===== config.mk =====
export PLATFORM = sky130hd
export DESIGN_NAME = smf_window
export DESIGN_NICKNAME = d
export VERILOG_FILES = /design/src/hw/rtl/smf_pkg.sv /design/src/hw/rtl/smf_window.sv
export SDC_FILE = /design/constraint.sdc
export NUM_CORES = 1
export LEC_CHECK = 0
export BUFFER_PORTS_ARGS = -buffer_cell sky130_fd_sc_hd__buf_2
export CORE_ASPECT_RATIO = 1.1
export CORE_MARGIN = 5
export CORE_UTILIZATION = 51
export CTS_BUF_LIST = sky130_fd_sc_hd__clkbuf_8
export CTS_CLUSTER_DIAMETER = 150
export DETAILED_ROUTE_END_ITERATION = 8
export HOLD_SLACK_MARGIN = 0.15
export PLACE_DENSITY = 0.92
export SYNTH_ARGS = -nofsm -noshare
export SYNTH_HDL_FRONTEND = slang
export SYNTH_SLANG_ARGS = --single-unit

===== constraint.sdc =====
create_clock -name clk -period 2.2 [get_ports clk]
set_input_delay 0.22 -clock clk [delete_from_list [all_inputs] [get_ports clk]]
set_output_delay 0.22 -clock clk [all_outputs]
set_load 0.05 [all_outputs]

===== src/hw/rtl/smf_pkg.sv =====
// Shared types and constants of the sliding median filter.
package smf_pkg;

    // Largest window the filter supports
    localparam int MaxWidth = 15;
    // Range sample width in bits
    localparam int SampleW  = 16;
    // Width register and sample-count width
    localparam int WidthW   = $clog2(MaxWidth + 1);
    // Lag ("after") fits in one bit less than the width
    localparam int AfterW   = WidthW - 1;
    // Rank of an entry inside the window
    localparam int RankW    = WidthW;

    // Width register value after reset
    localparam logic [WidthW-1:0] WidthReset = WidthW'(3);

    typedef logic [SampleW-1:0] sample_t;
    typedef logic [WidthW-1:0]  width_t;
    typedef logic [AfterW-1:0]  after_t;

    // Window of newest samples, entry 0 is the newest
    typedef logic [MaxWidth-1:0][SampleW-1:0] win_t;

    // Results caused by one accepted item
    typedef struct packed {
        logic   main;   // centered result (median or raw) pending
        logic   med;    // centered result is a median
        logic   last;   // item ended the scan
        after_t tail;   // raw tail results still to flush
    } job_t;

endpackage


===== src/hw/rtl/smf_window.sv =====
// Sample window shift register, scan sample count and per-item job decode.
module smf_window (
    input  logic             clk,
    input  logic             rst_n,
    input  logic             accept,
    input  smf_pkg::sample_t sample,
    input  logic             last,
    input  smf_pkg::width_t  width,
    input  logic             cfg_clear,
    output smf_pkg::win_t    window,
    output smf_pkg::job_t    job
);

    smf_pkg::win_t   window_reg;
    smf_pkg::win_t   window_next;
    smf_pkg::width_t seen_reg;
    smf_pkg::width_t seen_next;
    smf_pkg::width_t seen_inc;
    smf_pkg::after_t after;
    logic            pass;

    // Saturating count including the item being accepted
    assign seen_inc = (seen_reg < smf_pkg::WidthW'(smf_pkg::MaxWidth)) ?
                      seen_reg + 1'b1 : smf_pkg::WidthW'(smf_pkg::MaxWidth);

    assign pass  = (width <= smf_pkg::WidthW'(1));
    assign after = smf_pkg::AfterW'(width >> 1);

    // Job decode for the accepted item
    always_comb
    begin
        job.main = pass || (seen_inc > {1'b0, after});
        job.med  = !pass && (seen_inc >= width);
        job.last = last;
        if (!last || pass)
        begin
            job.tail = '0;
        end
        else if (seen_inc > {1'b0, after})
        begin
            job.tail = after;
        end
        else
        begin
            job.tail = seen_inc[smf_pkg::AfterW-1:0];
        end
    end

    // Shift in the new sample, newest at entry 0
    always_comb
    begin
        window_next = window_reg;
        if (accept)
        begin
            window_next = {window_reg[smf_pkg::MaxWidth-2:0], sample};
        end
    end

    always_ff @(posedge clk)
    begin
        window_reg <= window_next;
    end

    // Sample count of the current scan
    always_comb
    begin
        seen_next = seen_reg;
        if (cfg_clear)
        begin
            seen_next = '0;
        end
        else if (accept)
        begin
            seen_next = last ? '0 : seen_inc;
        end
    end

    always_ff @(posedge clk or negedge rst_n)
    begin
        if (!rst_n)
        begin
            seen_reg <= '0;
        end
        else
        begin
            seen_reg <= seen_next;
        end
    end

    assign window = window_reg;

`ifndef NO_ASSERTIONS
    // The end of a scan restarts the count
    assert property (@(posedge clk) disable iff (!rst_n)
        (accept && last) |=> (seen_reg == '0))
        else $error("sample count not cleared after scan end");

    // A median is only requested once the window is full of this scan
    assert property (@(posedge clk) disable iff (!rst_n)
        (accept && job.med) |-> (seen_inc >= width && job.main))
        else $error("median requested on partial window");
`endif

endmodule


==> summary.txt, run 1 <==
Routing
  – Final Routed Wirelength: 17110 um
  – Top Metal Used: met4
  – Amount of wire on met3 after detailed routing: 2029 um
  – Wire length on met1: 6066 um
  – Residual DRC count: 0
  – Number of vias in the routed layout: roughly 4200
  – Remaining antenna violation count after routing: 0
  – Post-detailed-route wirelength per cell: 19.69 um
  – Met2 wire length: 8698 um
  – Routed vias/inst: 4.876
  – Number of design-rule violations left by the first detailed-router iteration: about 170
  – Number of optimization iterations in the first detailed-route pass: 4

Layout
  – Final core utilization: a little over two thirds
  – Number of fill cells in the layout: 898
  – Layout cell share with drive strength beyond 1: 52.83%
  – Nets: roughly 700
  – Non-filler instance count after layout: just under 900
  – Flip-flop count of the largest register, all copies and words added: 240
  – Post-synthesis to final-layout area growth: 36.85%
  – Commonest non-fill, non-tap cell in the layout: sky130_fd_sc_hd__buf_2
  – Top library cells by usage in the layout, fill and taps aside: 264 x sky130_fd_sc_hd__buf_2, 240 x sky130_fd_sc_hd__edfxtp_1, 38 x sky130_fd_sc_hd__clkbuf_8

Floorplanning
  – Placeable Area: roughly 0.015 mm^2
  – Die H: approximately 140 um
  – Count of boundary I/O pins: ~270
  – Die area: between 0.015 and 0.02 mm^2
  – Starting utilization of the core area: 51.52%
  – Number of core rows: 47
  – Die X: ~130 um

Critical path
  – Register-to-register setup slack: 0.65 ns
  – Type of the worst setup path: flop to primary output
  – Slowest cell on crit path: sky130_fd_sc_hd__dfrtp_1
  – Largest incremental delay on the critical path: 0.41 ns
  – Crit. End Element: primary output
  – CP delay by family, top: adder cells
  – Most prevalent standard cell on the critical path: sky130_fd_sc_hd__ha_4
  – Combined buffer and inverter count along the critical path: 2
  – Launching point of the worst reg2reg path: seen_reg[1]$_DFFE_PN0P_
  – Reg2Reg Depth: 7
  – Worst endpoint data arrival time: 2.53 ns
  – Category of the worst setup path launch point: flop
  – Cell Chain, Critical Path: ha_4 -> nand2b_4 -> ha_4 -> a211o_1 -> a21oi_4 -> buf_12 -> mux2i_4 -> buf_6
  – Max Fanout on Critical Path: 4
  – R2R Path End: seen_reg[3]$_DFFE_PN0P_
  – Worst endpoint required time: 1.98 ns

Power
  – Static Leak: 4.244 nW
  – Post-layout total power: 10.36 mW
  – Largest voltage drop on the vdd net: 0.8642 mV
  – Areal power density over the cells: 983.7 mW/mm^2

Placed design
  – Cell Count Post-Placement: 780
  – Half-perimeter wire length after detailed placement: 11460 um
  – Global placer's final weighted congestion: 0.8360
  – Number of buffers added on ports: 270

Global routing
  – Aggregate global routing overflow: 0
  – Number of global-route vias before repair: 4568
  – Pin count of the biggest net entering global routing: 69
  – GRT Overall Usage: 18.88%
  – First-pass GRT wire length: 25830 um
  – Antenna violations before repair: 1

STA
  – Final critical-path share of the clock period: 125.0%
  – Final Skew: 0.008553 ns
  – Final-report hold violation count: 0
  – Peak Freq: 363.5 MHz
  – Unrepaired setup endpoints after global routing: yes
  – Transition time of the tightest slew-check pin: approximately 0.52 ns
  – Final setup violating endpoints: 5
  – Total negative slack: -2.362 ns
  – Setup WS post-layout: -0.5510 ns
  – Final worst path period need: 2.751 ns
  – Worst hold slack across all endpoints: 0.1788 ns
  – Max-slew violations: 0
  – Worst slew margin: ~65%

CTS
  – Clock root cell: sky130_fd_sc_hd__clkbuf_8
  – TritonCTS clock tree: done
  – Number of buffers created by CTS: 38
  – Number of clock sinks: 244
  – H-tree levels: 2
  – Clock latency at the later pin of the worst-skew pair: approximately 0.5 ns
  – Maximum clock insertion buffer count: 3
  – Clock transition at the register clock pins on the worst setup and hold paths after CTS: 0.06 ns

Job
  – Reported max-cap violation count: 0

Logic synthesis
  – Number of synthesized flops with an enable pin: 240
  – Post-Syn Instances: 302
  – Syn Nets: 335
  – Number of unique standard cell types used by synthesis: 22
  – Async set-or-reset flop fraction in the synthesized netlist: 1.639%
  – Sequential element share of the synthesized area: 94.96%
  – Netlist Area Pre-Place: 0.007695 mm^2
  – Yosys warning count: 0
  – Average cell area after synthesis: about 25 um^2
  – Flip-flop and latch count after synthesis: 244
  – Flip-flop cell with the highest count after synthesis: sky130_fd_sc_hd__edfxtp_1

Status
  – Violated checks: setup timing
  – Run status: finished with violations

Worst hold path
  – Hold_sp: accept
  – Worst hold path type: input port to flop
  – Hold Path End: window[29]$_DFFE_PP_
  – Worst hold path depth: 1
-- logic make-up after synthesis --
family	share of synthesized area, %
flip-flops	94.96
AND/OR/NAND/NOR	1.643
AO/OA/AOI/OAI	1.317
adder cells (fa/ha/maj)	1.301
buffers and inverters	0.3903
multiplexers	0.3903
-- what timing repair did --
action                                  4_1_cts  5_1_grt
pin swaps                                     3        5
resized for setup                            12       14
endpoints found under the hold margin        24        0
endpoints found under the setup margin        5        5
buffers inserted                              4        1
hold buffers                                 19        0
-- final cells by class --
cell class / count / area (um^2) / area share (%)
Tap cell: 196 / 245.2 / 2.329
Inverter: 6 / 25.02 / 0.2376
Sequential cell: 244 / 7308 / 69.40
Clock inverter: 27 / 143.9 / 1.366
Timing Repair Buffer: 306 / 1757 / 16.68
Clock buffer: 38 / 523.0 / 4.967
Antenna cell: 1 / 2.502 / 0.02376
Multi-Input combinational cell: 51 / 525.5 / 4.990
-- Yosys cell counts, types with 2 or more instances --
cell type                    n  share of area (%)
sky130_fd_sc_hd__dfrtp_1     4                1.3
sky130_fd_sc_hd__a21oi_1     6               0.39
sky130_fd_sc_hd__nor2b_1     6               0.49
sky130_fd_sc_hd__nand2_1     8               0.39
sky130_fd_sc_hd__ha_1        8                1.3
sky130_fd_sc_hd__inv_1       6               0.29
sky130_fd_sc_hd__a31oi_1     2               0.16
sky130_fd_sc_hd__edfxtp_1  240                 94
sky130_fd_sc_hd__nor2_1      7               0.34
sky130_fd_sc_hd__mux2i_1     3               0.39
-- power by group --
group	leakage [nW]	switching (mW)	internal [mW]	total [mW]
clock	0.373	1.60	1.73	3.33
combinational	1.47	1.18	0.284	1.47
sequential	2.40	0.139	5.43	5.56
-- stage by stage --
stage | setup WS (ns) | cell area [um^2]
2_1_floorplan | -0.1214 | 7784
3_3_place_gp | -0.1528 | 9518
3_5_place_dp | -0.2278 | 9518
4_1_cts | -0.5591 | 10450
5_1_grt | -0.6536 | 10530
6_report | -0.5510 | 10530
-- worst max path at each step --
stage | startpoint | endpoint | slack [ns] | depth (start not counted)
after global placement | seen_reg[1]$_DFFE_PN0P_ | job[2] | -0.15 | 7
final | seen_reg[1]$_DFFE_PN0P_ | job[2] | -0.55 | 8
after detailed placement | seen_reg[1]$_DFFE_PN0P_ | job[2] | -0.23 | 7
after global routing | seen_reg[1]$_DFFE_PN0P_ | job[2] | -0.65 | 11
after CTS | seen_reg[1]$_DFFE_PN0P_ | job[2] | -0.56 | 8
after floorplan | seen_reg[0]$_DFFE_PN0P_ | job[0] | -0.12 | 6
-- routing by layer --
metal | track usage (%) | up-vias
met3 | 8.475 | 31
met1 | 21.12 | 2054
met2 | 32.22 | 251
li1 | - | 1901
met5 | 0 | -
met4 | 6.268 | 0
Note: power is estimated with default switching activity, not from simulation.
==> run 2, diff against run 1 <==
--- a/config.mk
+++ b/config.mk
@@ -5,15 +5,15 @@
 export SDC_FILE = /design/constraint.sdc
 export NUM_CORES = 1
 export LEC_CHECK = 0
-export BUFFER_PORTS_ARGS = -buffer_cell sky130_fd_sc_hd__buf_2
+export BUFFER_PORTS_ARGS = -buffer_cell sky130_fd_sc_hd__buf_4
 export CORE_ASPECT_RATIO = 1.1
-export CORE_MARGIN = 5
 export CORE_UTILIZATION = 51
 export CTS_BUF_LIST = sky130_fd_sc_hd__clkbuf_8
 export CTS_CLUSTER_DIAMETER = 150
 export DETAILED_ROUTE_END_ITERATION = 8
 export HOLD_SLACK_MARGIN = 0.15
 export PLACE_DENSITY = 0.92
+export SKIP_CTS_REPAIR_TIMING = 1
 export SYNTH_ARGS = -nofsm -noshare
 export SYNTH_HDL_FRONTEND = slang
 export SYNTH_SLANG_ARGS = --single-unit
==> run 2 against run 1 <==
The flow still finishes with violations (setup timing); combinational power up 12%; die area down 12%; wire length up 12%; worst hold slack worse by 0.0036 ns; total power up 2.3%; core utilization up 6.1 points; global-route usage up 3.5 points; critical path depth unchanged; non-clock buffer count up 5; setup slack worse by 0.11 ns; clock skew up 0.012 ns; first-iteration DRC count up 39%; critical path type unchanged.
==> summary.txt, run 2 (synthesis results as in run 1) <==
Routing
  – Number of design-rule violations left by the first detailed-router iteration: 234 (+39%)
  – Remaining antenna violation count after routing: 0 (unchanged)
  – Routed vias/inst: 5.108 (+4.8%)
  – Number of optimization iterations in the first detailed-route pass: 5 (+1)
  – Final Routed Wirelength: 19180 um (+12%)
  – Post-detailed-route wirelength per cell: 22.04 um (+12%)
  – Number of vias in the routed layout: 4444 (+4.9%)
  – Residual DRC count: 0 (unchanged)

STA
  – Max-slew violations: 0 (unchanged)
  – Final-report hold violation count: 0 (unchanged)
  – Setup WS post-layout: -0.6653 ns (-0.1144 ns)
  – Total negative slack: -2.937 ns (-0.5744 ns)
  – Final Skew: 0.02011 ns (+0.01155 ns)
  – Final worst path period need: 2.865 ns (+0.1144 ns)
  – Final critical-path share of the clock period: 130.2% (+5.2 points)
  – Peak Freq: 349.0 MHz (-4.0%)
  – Unrepaired setup endpoints after global routing: yes
  – Worst hold slack across all endpoints: 0.1752 ns (-0.003596 ns)
  – Final setup violating endpoints: 5 (unchanged)
  – Transition time of the tightest slew-check pin: 0.5716 ns (+0.05135 ns)
  – Worst slew margin: 61.89% (-3.4 points)

Power
  – Largest voltage drop on the vdd net: 0.9271 mV (+7.3%)
  – Static Leak: 4.480 nW (+5.6%)
  – Part of the power in registers: 52.8% (-0.9 points)
  – Part of the power in the clock network: 31.7% (-0.4 points)
  – Net switching power: 3.066 mW (+5.0%)
  – Proportion of total power due to net switching: 28.94% (+0.77 points)
  – Design internal power: 7.527 mW (+1.2%)
  – Combinational share of power: 15.6% (+1.4 points)
  – Areal power density over the cells: 950.3 mW/mm^2 (-3.4%)

Critical path
  – Category of the worst setup path launch point: flop
  – Cell Chain, Critical Path: ha_4 -> nand2b_4 -> ha_4 -> a211o_1 -> a21oi_4 -> buf_12 -> mux2i_4 -> buf_6
  – Crit. End Element: primary output
  – Worst setup startpoint: seen_reg[0]$_DFFE_PN0P_
  – Max Fanout on Critical Path: 4 (unchanged)
  – Worst endpoint data arrival time: 2.65 ns (+0.12 ns)
  – Most prevalent standard cell on the critical path: sky130_fd_sc_hd__ha_4
  – Combined buffer and inverter count along the critical path: 2 (unchanged)
  – Largest incremental delay on the critical path: 0.42 ns (about the same)
  – Slowest cell on crit path: sky130_fd_sc_hd__dfrtp_1
  – Launching point of the worst reg2reg path: seen_reg[0]$_DFFE_PN0P_
  – CP delay by family, top: compound AO/OA/AOI/OAI gates
  – Type of the worst setup path: flop to primary output
  – Worst endpoint required time: 1.98 ns (about the same)

Layout
  – Commonest non-fill, non-tap cell in the layout: sky130_fd_sc_hd__buf_4
  – Layout cell share with drive strength beyond 1: 51.77% (-1.1 points)
  – Area of the multi-input gates: 457.9 um^2 (-13%)
  – Post-synthesis to final-layout area growth: 44.86%
  – Top library cells by usage in the layout, fill and taps aside: 281 x sky130_fd_sc_hd__buf_4, 240 x sky130_fd_sc_hd__edfxtp_1, 39 x sky130_fd_sc_hd__clkbuf_8
  – Nets: 685 (+0.74%)
  – Sequential standard cell area: 0.007308 mm^2 (unchanged)
  – Antenna Diode Count: 0 (-1)
  – Number of fill cells in the layout: 767 (-15%)
  – Flip-flop count of the largest register, all copies and words added: 240 (unchanged)

Placed design
  – Worst slack after detailed placement: -0.1050 ns (+0.1228 ns)
  – Global placer's final weighted congestion: 0.9165 (+9.6%)
  – Number of buffers added on ports: 270 (unchanged)
  – Half-perimeter wire length after detailed placement: 12240 um (+6.7%)

Worst hold path
  – Worst hold path type: input port to flop
  – Hold_sp: accept

Floorplanning
  – Count of boundary I/O pins: 271 (unchanged)
  – Die area: 0.01558 mm^2 (-12%)
  – Starting utilization of the core area: 52.84% (+1.3 points)
  – Number of core rows: 46 (-2.1%)
  – Placeable Area: 0.01456 mm^2 (-2.5%)
  – Die H: 130.8 um (-5.8%)
  – Die X: 119.1 um (-6.3%)

CTS
  – Number of buffers created by CTS: 38 (unchanged)
  – Clock latency at the later pin of the worst-skew pair: 0.52 ns (about the same)
  – Maximum clock insertion buffer count: 3 (unchanged)
  – Clock transition at the register clock pins on the worst setup and hold paths after CTS: 0.07 ns (about the same)
  – TritonCTS clock tree: done
  – H-tree levels: 2 (unchanged)
  – Clock root cell: sky130_fd_sc_hd__clkbuf_8
  – Number of clock sinks: 244 (unchanged)

Global routing
  – GRT Overall Usage: 22.34% (+3.5 points)
  – Pin count of the biggest net entering global routing: 75 (+8.7%)
  – Aggregate global routing overflow: 0 (unchanged)
  – Antenna violations before repair: 0 (-1)
  – Number of global-route vias before repair: 4469 (-2.2%)
  – First-pass GRT wire length: 25290 um (-2.1%)

Status
  – Violated checks: setup timing
  – Run status: finished with violations

Job
  – Reported max-cap violation count: 0 (unchanged)
-- run 2: power by group through the flow --
stage | Clock [mW] | Combinational [mW] | Sequential (mW)
floorplan | 0 | 0.0926 | 6.52
global placement | 0 | 1.56 | 5.64
detailed placement | 0 | 1.59 | 5.67
CTS | 3.38 | 1.59 | 5.58
global route | 3.62 | 1.68 | 5.61
finish | 3.35 | 1.65 | 5.59
-- run 2: final timing paths --
kind	to	slack, ns	depth (start not counted)
setup / recovery	job[1]	-0.67	8
hold / removal	window[27]$_DFFE_PP_	0.18	1
setup reg to reg	seen_reg[3]$_DFFE_PN0P_	0.75	6
hold reg to reg	window[216]$_DFFE_PP_	0.45	0
max in group asynchronous	seen_reg[2]$_DFFE_PN0P_	1.41	3
min in group asynchronous	seen_reg[0]$_DFFE_PN0P_	0.60	3
-- run 2: final cells by class --
type,instances,area share [%]
Tap cell,192,2.155
Multi-Input combinational cell,51,4.108
Clock inverter,27,1.044
Inverter,6,0.2020
Sequential cell,244,65.56
Clock buffer,39,4.815
Timing Repair Buffer,311,22.11
-- run 2: metal layers --
layer  up-vias  share of wire [%]  GRT usage, %
met2       291                 53         40.80
met1      2197                 33         22.10
li1       1903                  -             -
met5         -                  0             0
met3        53                9.1         7.943
met4         0                4.0         12.73
-- run 2: through the flow --
step / power (mW) / util, % / cell area, um^2 / cells
floorplan: 6.615 / - / 7784 / 302
global placement: 7.195 / 70.30 / 10240 / 781
detailed placement: 7.259 / 70.30 / 10240 / 781
CTS: 10.56 / 74.78 / 10890 / 847
global route: 10.92 / 76.55 / 11150 / 870
finish: 10.59 / 76.55 / 11150 / 870
-- run 2: worst reg2reg max path, cell delays in order, from the launching register on --
cell and delay [ns]:
sky130_fd_sc_hd__dfrtp_1 0.42, sky130_fd_sc_hd__ha_4 0.20, sky130_fd_sc_hd__buf_4 0.13, sky130_fd_sc_hd__nor2b_2 0.11, sky130_fd_sc_hd__a41oi_2 0.21, sky130_fd_sc_hd__a21oi_1 0.21, sky130_fd_sc_hd__nor2_1 0.06
