$ cat src/hw/rtl/smf_pkg.sv
// Shared types and constants of the sliding median filter.
package smf_pkg;

    // Largest window the filter supports
    localparam int MaxWidth = 15;
    // Range sample width in bits
    localparam int SampleW  = 16;
    // Width register and sample-count width
    localparam int WidthW   = $clog2(MaxWidth + 1);
    // Lag ("after") fits in one bit less than the width
    localparam int AfterW   = WidthW - 1;
    // Rank of an entry inside the window
    localparam int RankW    = WidthW;

    // Width register value after reset
    localparam logic [WidthW-1:0] WidthReset = WidthW'(3);

    typedef logic [SampleW-1:0] sample_t;
    typedef logic [WidthW-1:0]  width_t;
    typedef logic [AfterW-1:0]  after_t;

    // Window of newest samples, entry 0 is the newest
    typedef logic [MaxWidth-1:0][SampleW-1:0] win_t;

    // Results caused by one accepted item
    typedef struct packed {
        logic   main;   // centered result (median or raw) pending
        logic   med;    // centered result is a median
        logic   last;   // item ended the scan
        after_t tail;   // raw tail results still to flush
    } job_t;

endpackage

$ cat src/hw/rtl/smf_seq.sv
// Result sequencer: pending job, tail flush and output register.
module smf_seq (
    input  logic             clk,
    input  logic             rst_n,
    input  logic             accept,
    input  smf_pkg::job_t    job_in,
    input  smf_pkg::win_t    window,
    input  smf_pkg::sample_t median,
    input  smf_pkg::width_t  width,
    output logic             in_ready,
    output logic             m_tvalid,
    input  logic             m_tready,
    output smf_pkg::sample_t m_tdata,
    output logic             m_tlast
);

    smf_pkg::job_t    job_reg;
    smf_pkg::job_t    job_next;
    logic             out_valid_reg;
    logic             out_valid_next;
    smf_pkg::sample_t out_data_reg;
    smf_pkg::sample_t out_data_next;
    logic             out_last_reg;
    logic             out_last_next;
    logic             load_ok;
    logic             busy;
    logic             emit;
    logic             final_emit;
    logic [smf_pkg::WidthW-1:0] idx;
    smf_pkg::sample_t pick;
    logic             pick_last;

    assign load_ok    = !out_valid_reg || m_tready;
    assign busy       = job_reg.main || (job_reg.tail != '0);
    assign emit       = busy && load_ok;
    assign final_emit = emit && (job_reg.main ? (job_reg.tail == '0)
                                              : (job_reg.tail == smf_pkg::AfterW'(1)));
    assign in_ready   = !busy || final_emit;

    // Select the next result: centered one first, then tail oldest first
    always_comb
    begin
        if (job_reg.main)
        begin
            idx       = {1'b0, smf_pkg::AfterW'(width >> 1)};
            pick_last = job_reg.last && (job_reg.tail == '0);
        end
        else
        begin
            idx       = {1'b0, job_reg.tail - 1'b1};
            pick_last = job_reg.last && (job_reg.tail == smf_pkg::AfterW'(1));
        end
        pick = (job_reg.main && job_reg.med) ? median : window[idx];
    end

    // Job bookkeeping
    always_comb
    begin
        job_next = job_reg;
        if (emit)
        begin
            if (job_reg.main)
            begin
                job_next.main = 1'b0;
            end
            else
            begin
                job_next.tail = job_reg.tail - 1'b1;
            end
        end
        if (accept)
        begin
            job_next = job_in;
        end
    end

    // Output register
    always_comb
    begin
        out_valid_next = out_valid_reg;
        out_data_next  = out_data_reg;
        out_last_next  = out_last_reg;
        if (load_ok)
        begin
            out_valid_next = emit;
            out_data_next  = pick;
            out_last_next  = pick_last;
        end
    end

    always_ff @(posedge clk or negedge rst_n)
    begin
        if (!rst_n)
        begin
            job_reg       <= '0;
            out_valid_reg <= 1'b0;
        end
        else
        begin
            job_reg       <= job_next;
            out_valid_reg <= out_valid_next;
        end
    end

    always_ff @(posedge clk)
    begin
        out_data_reg <= out_data_next;
        out_last_reg <= out_last_next;
    end

    assign m_tvalid = out_valid_reg;
    assign m_tdata  = out_data_reg;
    assign m_tlast  = out_last_reg;

`ifndef NO_ASSERTIONS
    // Every scan end produces at least one result
    assert property (@(posedge clk) disable iff (!rst_n)
        (accept && job_in.last) |=> busy)
        else $error("scan end left no result pending");

    // Tail flush counts down one per delivered slot
    assert property (@(posedge clk) disable iff (!rst_n)
        (emit && !job_reg.main && !accept) |=> (job_reg.tail == $past(job_reg.tail) - 1'b1))
        else $error("tail count skipped");

    // New item only taken when the pending job finishes
    assert property (@(posedge clk) disable iff (!rst_n)
        (accept && busy) |-> final_emit)
        else $error("item taken over a pending job");
`endif

endmodule

$ cat config.mk
export PLATFORM = sky130hd
export DESIGN_NAME = smf_seq
export DESIGN_NICKNAME = d
export VERILOG_FILES = /design/src/hw/rtl/smf_pkg.sv /design/src/hw/rtl/smf_seq.sv
export SDC_FILE = /design/constraint.sdc
export NUM_CORES = 1
export LEC_CHECK = 0
export BUFFER_PORTS_ARGS = -buffer_cell sky130_fd_sc_hd__buf_2
export CAP_MARGIN = 20
export CORE_AREA = 2 2 113 115
export DETAILED_ROUTE_END_ITERATION = 6
export DIE_AREA = 0 0 115 117
export SYNTH_ARGS = -nofsm -noshare
export SYNTH_HDL_FRONTEND = slang
export SYNTH_SLANG_ARGS = --single-unit
$ cat constraint.sdc
create_clock -name clk -period 3.7 [get_ports clk]
set_input_delay 0.185 -clock clk [delete_from_list [all_inputs] [get_ports clk]]
set_output_delay 0.185 -clock clk [all_outputs]
set_load 0.1 [all_outputs]
==> flow_summary.ini, run 1 <==
[run_status]
status = finished clean

[timing]
setup_viol = 0
skew_ns = 0.0109
setup_tns_ns = 0
slew_headroom_pct = 34.5
finalCriticalPeriod_ns = 2.50
max_freq_mhz = 401
whs_ns = 0.114
hold_violations = 0
drv_slew = 0
rsz0062_at_grt = false
worst_slack_ns = 1.20
post-route-period-util_pct = 67.4
tightest_slew_ns = 0.982

[critical_path]
timing_worst_setup_path_type = register to register
worst-path-max-fanout = 17
start_kind = register
arrival_ns = 2.54
cp-end-kind = register
required_ns = 3.74

[finish]
final_cells = 622
nFillCells = 1324
mostFrequentLayoutCells = buf_2 (175), nor2_1 (39), mux2i_1 (33)
multi_input_area_mm2 = 0.00182
area_growth_pct = 44.1
seq_area_um2 = 686
final_nets = 745
postLayoutCoreUtil_pct = 30.7
drive_gt1_share_pct = 45.4
postLayoutCellArea_mm2 = 0.00377
layout_commonest_cell = buf_2
largest_register_ffs = 16

[floorplan]
rows = 41
fp.dieH_um = 117
core_area_mm2 = 0.0123
start_util_pct = 21.3
fp.dieArea_mm2 = 0.0135
ios = 289
die_w_um = 115

[power_and_ir_drop]
clkPwrFrac_pct = 15.6
p_sw_mw = 1.01
seqPwrFrac_pct = 20.3
power.internal_uw = 951
sw_frac_of_total_pct = 51.6
powerDensity_mw_per_mm2 = 520
combPwrFrac_pct = 64.2
p_total_mw = 1.96
peakVddDrop_mv = 0.164
leakage_nw = 1.68

[cts]
hold_buffers = 1
clk_path_buf_depth = 2
clk_latency_ns = 0.27
cts_tree = done
root_buffer = clkbuf_16
post_cts_resize_count = 0
clock-sinks = 24
clkTransAtPathRegs_ns = 0.08
cts_setup_buffers = 0
htree_levels = 1
cts-buffers-inserted = 3

[grt]
grt_pass1_vias = 3087
grt_pass1_wl_mm = 17.1
grt_usage_pct = 16.7
antenna_found_initial = 5
grt_max_degree = 39
grt_overflow = 0

[synthesis]
yosys_warnings = 0
netlist_area_mm2 = 0.00262
ys_seq_area_share_pct = 26.2
synthCells = 309
yosysUniqueCellTypes = 35
avgSynthCellArea_um2 = 8.48
ys_ff_latch = 24
synth_nets = 582

[detailed_routing]
drt_wl_total_mm = 11.8
drtIter0Drc = 268
ant_nets = 0
viasPerCell = 5.09
avgRoutedWirePerCell_um = 19.0
drc = 0
first_pass_iters = 4
vias = 3164

[placed_design]
globalplace.congestion = 0.817
portBuffers = 175
dp.cells = 616
dp_hpwl_mm = 9.22
place_ws_ns = 1.16
post_dp_cell_area_mm2 = 0.00366

[hold_path]
hp-class = input port to register

[job]
maxCapViolCount = 0
## worst max-delay path: stages (launching register included)
cell and delay (ns):
dfrtp_1 0.38, inv_1 0.13, ha_1 0.27, nand2b_1 0.08, buf_4 0.25, nand2_2 0.33, mux2_2 0.41, a221oi_1 0.41
## per-layer routing
layer	GRT usage [%]	wire length [um]	vias to the layer above
li1	-	-	1526
met1	22.4	5140	1452
met2	26.7	5320	155
met3	4.63	1060	25
met4	4.42	255	6
met5	0	34	-
## worst paths after layout
path                            startpoint     endpoint  slack, ns  cells past startpoint
worst max register to register  job_reg[0]  m_tdata[12]       1.20                      7
worst min register to register  job_reg[3]   job_reg[3]       0.53                      1
worst max-delay path            job_reg[0]  m_tdata[12]       1.20                      7
worst min-delay path             job_in[2]   job_reg[2]       0.11                      3
max in group asynchronous            rst_n   job_reg[0]       3.26                      2
min in group asynchronous            rst_n   job_reg[4]       0.28                      2
## synthesized netlist by cell type
| master | n | area, um^2 |
|---|---|---|
| a2111oi_2 | 1 | 15.0 |
| a211oi_1 | 15 | 113 |
| a21oi_1 | 2 | 10.0 |
| a21oi_2 | 1 | 8.76 |
| a221oi_1 | 1 | 8.76 |
| a31oi_1 | 1 | 6.26 |
| and3_1 | 1 | 6.26 |
| buf_1 | 5 | 18.8 |
| buf_2 | 9 | 45.0 |
| buf_4 | 1 | 7.51 |
| clkbuf_1 | 14 | 52.6 |
| dfrtp_1 | 7 | 175 |
| edfxtp_1 | 17 | 510 |
| ha_1 | 3 | 37.5 |
| inv_1 | 4 | 15.0 |
| mux2_2 | 19 | 214 |
| mux2i_1 | 33 | 330 |
| nand2_1 | 7 | 26.3 |
| nand2_2 | 1 | 6.26 |
| nand2b_1 | 7 | 43.8 |
| nand3_1 | 1 | 5.00 |
| nor2_1 | 39 | 146 |
| nor2b_1 | 14 | 87.6 |
| nor3_1 | 15 | 75.1 |
| nor3b_1 | 1 | 7.51 |
| nor4_1 | 1 | 6.26 |
| o211ai_1 | 14 | 105 |
| o21a_1 | 14 | 105 |
| o21ai_0 | 10 | 50.1 |
| o21ai_1 | 1 | 5.00 |
| o22ai_1 | 17 | 106 |
| o31ai_1 | 15 | 113 |
| o32ai_1 | 15 | 131 |
| xnor2_1 | 1 | 8.76 |
| xor2_1 | 2 | 17.5 |
## logic make-up after synthesis
| group | share of synthesized area, % |
|---|---|
| XOR/XNOR | 1.00 |
| AO/OA/AOI/OAI | 29.7 |
| AND/OR/NAND/NOR | 15.7 |
| multiplexers | 20.8 |
| adder cells (fa/ha/maj) | 1.43 |
| buffers and inverters | 5.30 |
| flip-flops | 26.2 |
## power by group through the flow
stage / Combinational (mW) / Sequential [mW] / Clock, mW
3_5_place_dp: 1.26 / 0.406 / 0
4_1_cts: 1.27 / 0.400 / 0.318
3_3_place_gp: 1.24 / 0.404 / 0
6_report: 1.26 / 0.398 / 0.306
5_1_grt: 1.35 / 0.405 / 0.330
2_1_floorplan: 0.540 / 0.797 / 0
## cell type report
class	count	area share [%]
clock buffers	4	2.65
inverters	4	0.398
repair buffers	187	25.7
flip-flops and latches	24	18.2
diodes	1	0.0663
multi-input cells	252	48.1
well taps	150	4.97
(Power assumes the default switching activity.)
==> run 2, diff against run 1 <==
--- a/config.mk
+++ b/config.mk
@@ -7,9 +7,9 @@
 export LEC_CHECK = 0
 export BUFFER_PORTS_ARGS = -buffer_cell sky130_fd_sc_hd__buf_2
 export CAP_MARGIN = 20
-export CORE_AREA = 2 2 113 115
+export CORE_AREA = 2 2 112 114
 export DETAILED_ROUTE_END_ITERATION = 6
-export DIE_AREA = 0 0 115 117
+export DIE_AREA = 0 0 114 116
 export SYNTH_ARGS = -nofsm -noshare
 export SYNTH_HDL_FRONTEND = slang
 export SYNTH_SLANG_ARGS = --single-unit
==> constraint.sdc (replaced) <==
create_clock -name clk -period 2.1 [get_ports clk]
set_input_delay 0.105 -clock clk [delete_from_list [all_inputs] [get_ports clk]]
set_output_delay 0.105 -clock clk [all_outputs]
set_load 0.1 [all_outputs]
==> run 2 against run 1 <==
Combinational power increased by 93%. Sequential power rose by 78%. Register-to-register slack worse by 1.1 ns. Critical path type unchanged. Largest power group unchanged.
==> flow_summary.ini, run 2 (synthesis gave the netlist of run 1 again) <==
[timing]
finalCriticalPeriod_ns = 2.02
skew_ns = 0.00652
setup_tns_ns = 0
slew_headroom_pct = 67.2
tightest_slew_ns = 0.495
drv_slew = 0
hold_violations = 0
setup_viol = 0
max_freq_mhz = 495
whs_ns = 0.0418
post-route-period-util_pct = 96.1

[finish]
area_growth_pct = 56.2
final_nets = 761
postLayoutCellArea_mm2 = 0.00409
final_cells = 638
largest_register_ffs = 16
drive_gt1_share_pct = 51.1
layout_commonest_cell = buf_2
mostFrequentLayoutCells = buf_2 (174), nor2_1 (37), mux2i_1 (33)

[placed_design]
post_dp_cell_area_mm2 = 0.00387
dp.cells = 626
globalplace.congestion = 0.886
portBuffers = 175
dp_hpwl_mm = 9.45

[cts]
clk_latency_ns = 0.27
clk_path_buf_depth = 2
clock-sinks = 24
cts_tree = done
cts-buffers-inserted = 3
clkTransAtPathRegs_ns = 0.08
root_buffer = clkbuf_16
htree_levels = 1

[grt]
antenna_found_initial = 10
grt_pass1_vias = 2969
grt_max_degree = 31
grt_usage_pct = 16.3
grt_overflow = 0
grt_pass1_wl_mm = 16.3

[run_status]
status = finished clean

[hold_path]
hp-class = input port to register
hold_start = job_in[1]

[detailed_routing]
avgRoutedWirePerCell_um = 18.1
drc = 0
first_pass_iters = 4
ant_nets = 0
drt_wl_total_mm = 11.5
vias = 3183
viasPerCell = 4.99
drtIter0Drc = 110

[floorplan]
fp.dieArea_mm2 = 0.0132
fp.dieH_um = 116
ios = 289
die_w_um = 114
core_area_mm2 = 0.0119
start_util_pct = 22.0
rows = 40

[job]
maxCapViolCount = 0

[critical_path]
timing_worst_setup_path_type = register to register
cp-end-kind = register
arrival_ns = 2.03
required_ns = 2.11
start_kind = register
reg2reg_from = job_reg[0]
startpoint = job_reg[0]
worst-path-max-fanout = 10

[power_and_ir_drop]
sw_frac_of_total_pct = 49.4
powerDensity_mw_per_mm2 = 912
peakVddDrop_mv = 0.360
clkPwrFrac_pct = 15.8
power.internal_mw = 1.89
seqPwrFrac_pct = 19.0
p_sw_mw = 1.84
combPwrFrac_pct = 65.3
leakage_nw = 1.81
[run 2: cell types whose count changed in the layout (fill, tap and decap cells not counted), moves of 3 or more]
cell / delta
a211oi_1: -3
a211oi_2: +3
buf_12: +3
buf_4: +14
diode_2: +3
mux2_2: -3
mux2_4: +3
[run 2: final cells by class]
type | instances | area (um^2)
fillers | 1252 | 7820
multi-input cells | 252 | 1960
clock inverters | 1 | 30.0
repair buffers | 203 | 1130
clock buffers | 3 | 75.1
flip-flops and latches | 24 | 688
well taps | 147 | 184
diodes | 4 | 10.0
inverters | 4 | 17.5
[run 2: final timing paths]
kind                       depth (start not counted)    endpoint  slack [ns]
setup / recovery                                   7  m_tdata[3]        0.08
hold / removal                                     3  job_reg[1]        0.04
setup reg to reg                                   7  m_tdata[3]        0.08
hold reg to reg                                    1  job_reg[3]        0.51
max in group asynchronous                          2  job_reg[0]        1.73
min in group asynchronous                          2  job_reg[2]        0.19
[run 2: power groups by stage]
stage | clock (mW) | combinational, mW | sequential, mW
finish | 0.588 | 2.43 | 0.708
global route | 0.611 | 2.58 | 0.719
CTS | 0.597 | 2.38 | 0.707
detailed placement | 0 | 2.35 | 0.719
global placement | 0 | 2.32 | 0.713
floorplan | 0 | 1.07 | 1.41
[run 2: per-layer routing]
| metal | global-route usage (%) | wire (um) | vias to the layer above |
|---|---|---|---|
| li1 | - | - | 1556 |
| met1 | 20.0 | 4870 | 1476 |
| met2 | 26.2 | 5190 | 129 |
| met3 | 8.00 | 1360 | 14 |
| met4 | 2.60 | 64 | 8 |
| met5 | 0 | 50 | - |
[run 2: per-stage QoR]
step           power [mW]  worst slack, ns  util (%)
6_report             3.73           0.0814      34.3
5_1_grt              3.91         -0.00689      34.3
4_1_cts              3.69          0.00296      33.7
3_5_place_dp         3.07          -0.0113      32.5
3_3_place_gp         3.03           0.0129      32.5
2_1_floorplan        2.48          -0.0196         -
[run 2: repair_timing]
action,in CTS,in global routing
endpoints found under the setup margin,3,16
hold endpoints to repair,7,0
resized for setup,1,12
hold buffers,1,0
pin swaps,1,1
buffers inserted,2,1
[run 2: critical path, cell delays in order (launching register included)]
cell	delay (ns)
dfrtp_2	0.44
inv_4	0.09
ha_2	0.24
xor2_4	0.22
a31oi_2	0.15
buf_4	0.21
o32ai_1	0.29
a211oi_1	0.10
==> run 3, diff against run 2 <==
--- a/config.mk
+++ b/config.mk
@@ -7,9 +7,9 @@
 export LEC_CHECK = 0
 export BUFFER_PORTS_ARGS = -buffer_cell sky130_fd_sc_hd__buf_2
 export CAP_MARGIN = 20
-export CORE_AREA = 2 2 112 114
+export CORE_AREA = 2 2 113 115
 export DETAILED_ROUTE_END_ITERATION = 6
-export DIE_AREA = 0 0 114 116
+export DIE_AREA = 0 0 115 117
 export SYNTH_ARGS = -nofsm -noshare
 export SYNTH_HDL_FRONTEND = slang
 export SYNTH_SLANG_ARGS = --single-unit
==> constraint.sdc (replaced) <==
create_clock -name clk -period 2.02 [get_ports clk]
set_input_delay 0.101 -clock clk [delete_from_list [all_inputs] [get_ports clk]]
set_output_delay 0.101 -clock clk [all_outputs]
set_load 0.1 [all_outputs]
==> run 3 against run 2 <==
Sequential cell count did not move. Clock power decreased by 2%. Non-clock buffer count is 14 higher. Worst hold slack worse by 0.010 ns. Sequential power up 3.4%. Clock skew is 0.0047 ns lower. Clock-buffer cell count up 1. Cell count is 3.0% higher.
==> flow_summary.ini, run 3 (synthesis gave the netlist of run 1 again) <==
[finish]
largest_register_ffs = 16
nFillCells = 1291
seq_area_um2 = 688
drive_gt1_share_pct = 56.1
multi_input_area_mm2 = 0.00210
layout_commonest_cell = buf_2
final_nets = 775
mostFrequentLayoutCells = buf_2 (174), nor2_1 (37), mux2i_1 (33)
final_cells = 657
area_growth_pct = 69.8

[detailed_routing]
drt_wl_total_mm = 12.0
avgRoutedWirePerCell_um = 18.3
viasPerCell = 4.91
drc = 0
vias = 3229
first_pass_iters = 4
ant_nets = 0
drtIter0Drc = 292

[timing]
max_freq_mhz = 503
worst_slack_ns = 0.0330
skew_ns = 0.00180
hold_violations = 0
setup_tns_ns = 0
setup_viol = 0
post-route-period-util_pct = 98.4
whs_ns = 0.0317
tightest_slew_ns = 0.489
slew_headroom_pct = 67.6
drv_slew = 0
rsz0062_at_grt = true
finalCriticalPeriod_ns = 1.99

[power_and_ir_drop]
peakVddDrop_mv = 0.484
p_sw_mw = 2.03
leakage_nw = 1.97
seqPwrFrac_pct = 17.7
sw_frac_of_total_pct = 49.0
combPwrFrac_pct = 68.4
power.internal_mw = 2.11
clkPwrFrac_pct = 13.9
p_total_mw = 4.14
powerDensity_mw_per_mm2 = 930

[grt]
grt_pass1_wl_mm = 17.0
grt_max_degree = 25
grt_overflow = 0
grt_pass1_vias = 3167
grt_usage_pct = 16.8
antenna_found_initial = 6

[placed_design]
dp_hpwl_mm = 9.51
globalplace.congestion = 0.819
portBuffers = 175
place_ws_ns = 0.0131
dp.cells = 637

[critical_path]
cp-end-kind = register
reg2regPathDepth = 7
start_kind = register
timing_worst_setup_path_type = register to register
worst-path-max-fanout = 15
required_ns = 2.04
arrival_ns = 2.01

[floorplan]
ios = 289
die_w_um = 115
rows = 41
start_util_pct = 21.3
fp.dieH_um = 117
fp.dieArea_mm2 = 0.0135
core_area_mm2 = 0.0123

[cts]
clkTransAtPathRegs_ns = 0.08
htree_levels = 1
clock-sinks = 24
root_buffer = clkbuf_16
cts_tree = done
cts-buffers-inserted = 3
clk_latency_ns = 0.27
clk_path_buf_depth = 2

[hold_path]
hp-class = input port to register
holdPathStages = 3

[run_status]
status = finished clean

[job]
maxCapViolCount = 0
run 3: layer usage:
metal  vias to the layer above  track usage [%]  routed length [um]
li1                       1594                -                   -
met1                      1479             22.3                5480
met2                       137             26.6                5240
met3                        15             6.23                1220
met4                         4             2.65                  89
met5                         -                0                  21
run 3: worst paths after layout:
path	start	end	slack [ns]
worst min register to register	job_reg[3]	job_reg[3]	0.52
min in group asynchronous	rst_n	m_tvalid	0.19
worst max register to register	job_reg[1]	m_tdata[3]	0.03
worst min-delay path	job_in[2]	job_reg[2]	0.03
max in group asynchronous	rst_n	job_reg[5]	1.67
worst max-delay path	job_reg[1]	m_tdata[3]	0.03
run 3: power by group through the flow:
stage	combinational, mW	clock [mW]	sequential [mW]
floorplan	1.27	0	1.46
global placement	2.66	0	0.740
detailed placement	2.71	0	0.744
CTS	2.72	0.590	0.733
global route	3.01	0.610	0.745
finish	2.83	0.576	0.732
run 3: layout make-up:
type	instances	area share [%]
diodes	6	0.337
inverters	4	0.450
repair buffers	217	30.0
flip-flops and latches	24	15.5
well taps	150	4.22
clock buffers	4	2.25
multi-input cells	252	47.3
run 3: critical path, cell delays in order (launching register included):
cell	delay, ns
dfrtp_1	0.36
inv_1	0.14
ha_2	0.27
xor2_4	0.22
a31oi_2	0.14
buf_12	0.17
o32ai_1	0.35
a211oi_2	0.07
run 3: what timing repair did:
action,4_1_cts,5_1_grt
pin swaps,1,3
setup endpoints to repair,1,16
gates cloned,0,1
setup buffers,1,7
hold endpoints to repair,7,0
hold buffers,1,0
gates resized for setup,0,16
run 3: stage by stage:
stage / area [um^2] / util (%)
3_5_place_dp: 4120 / 33.5
3_3_place_gp: 4120 / 33.5
4_1_cts: 4240 / 34.4
6_report: 4450 / 36.1
5_1_grt: 4440 / 36.0
2_1_floorplan: 2900 / -
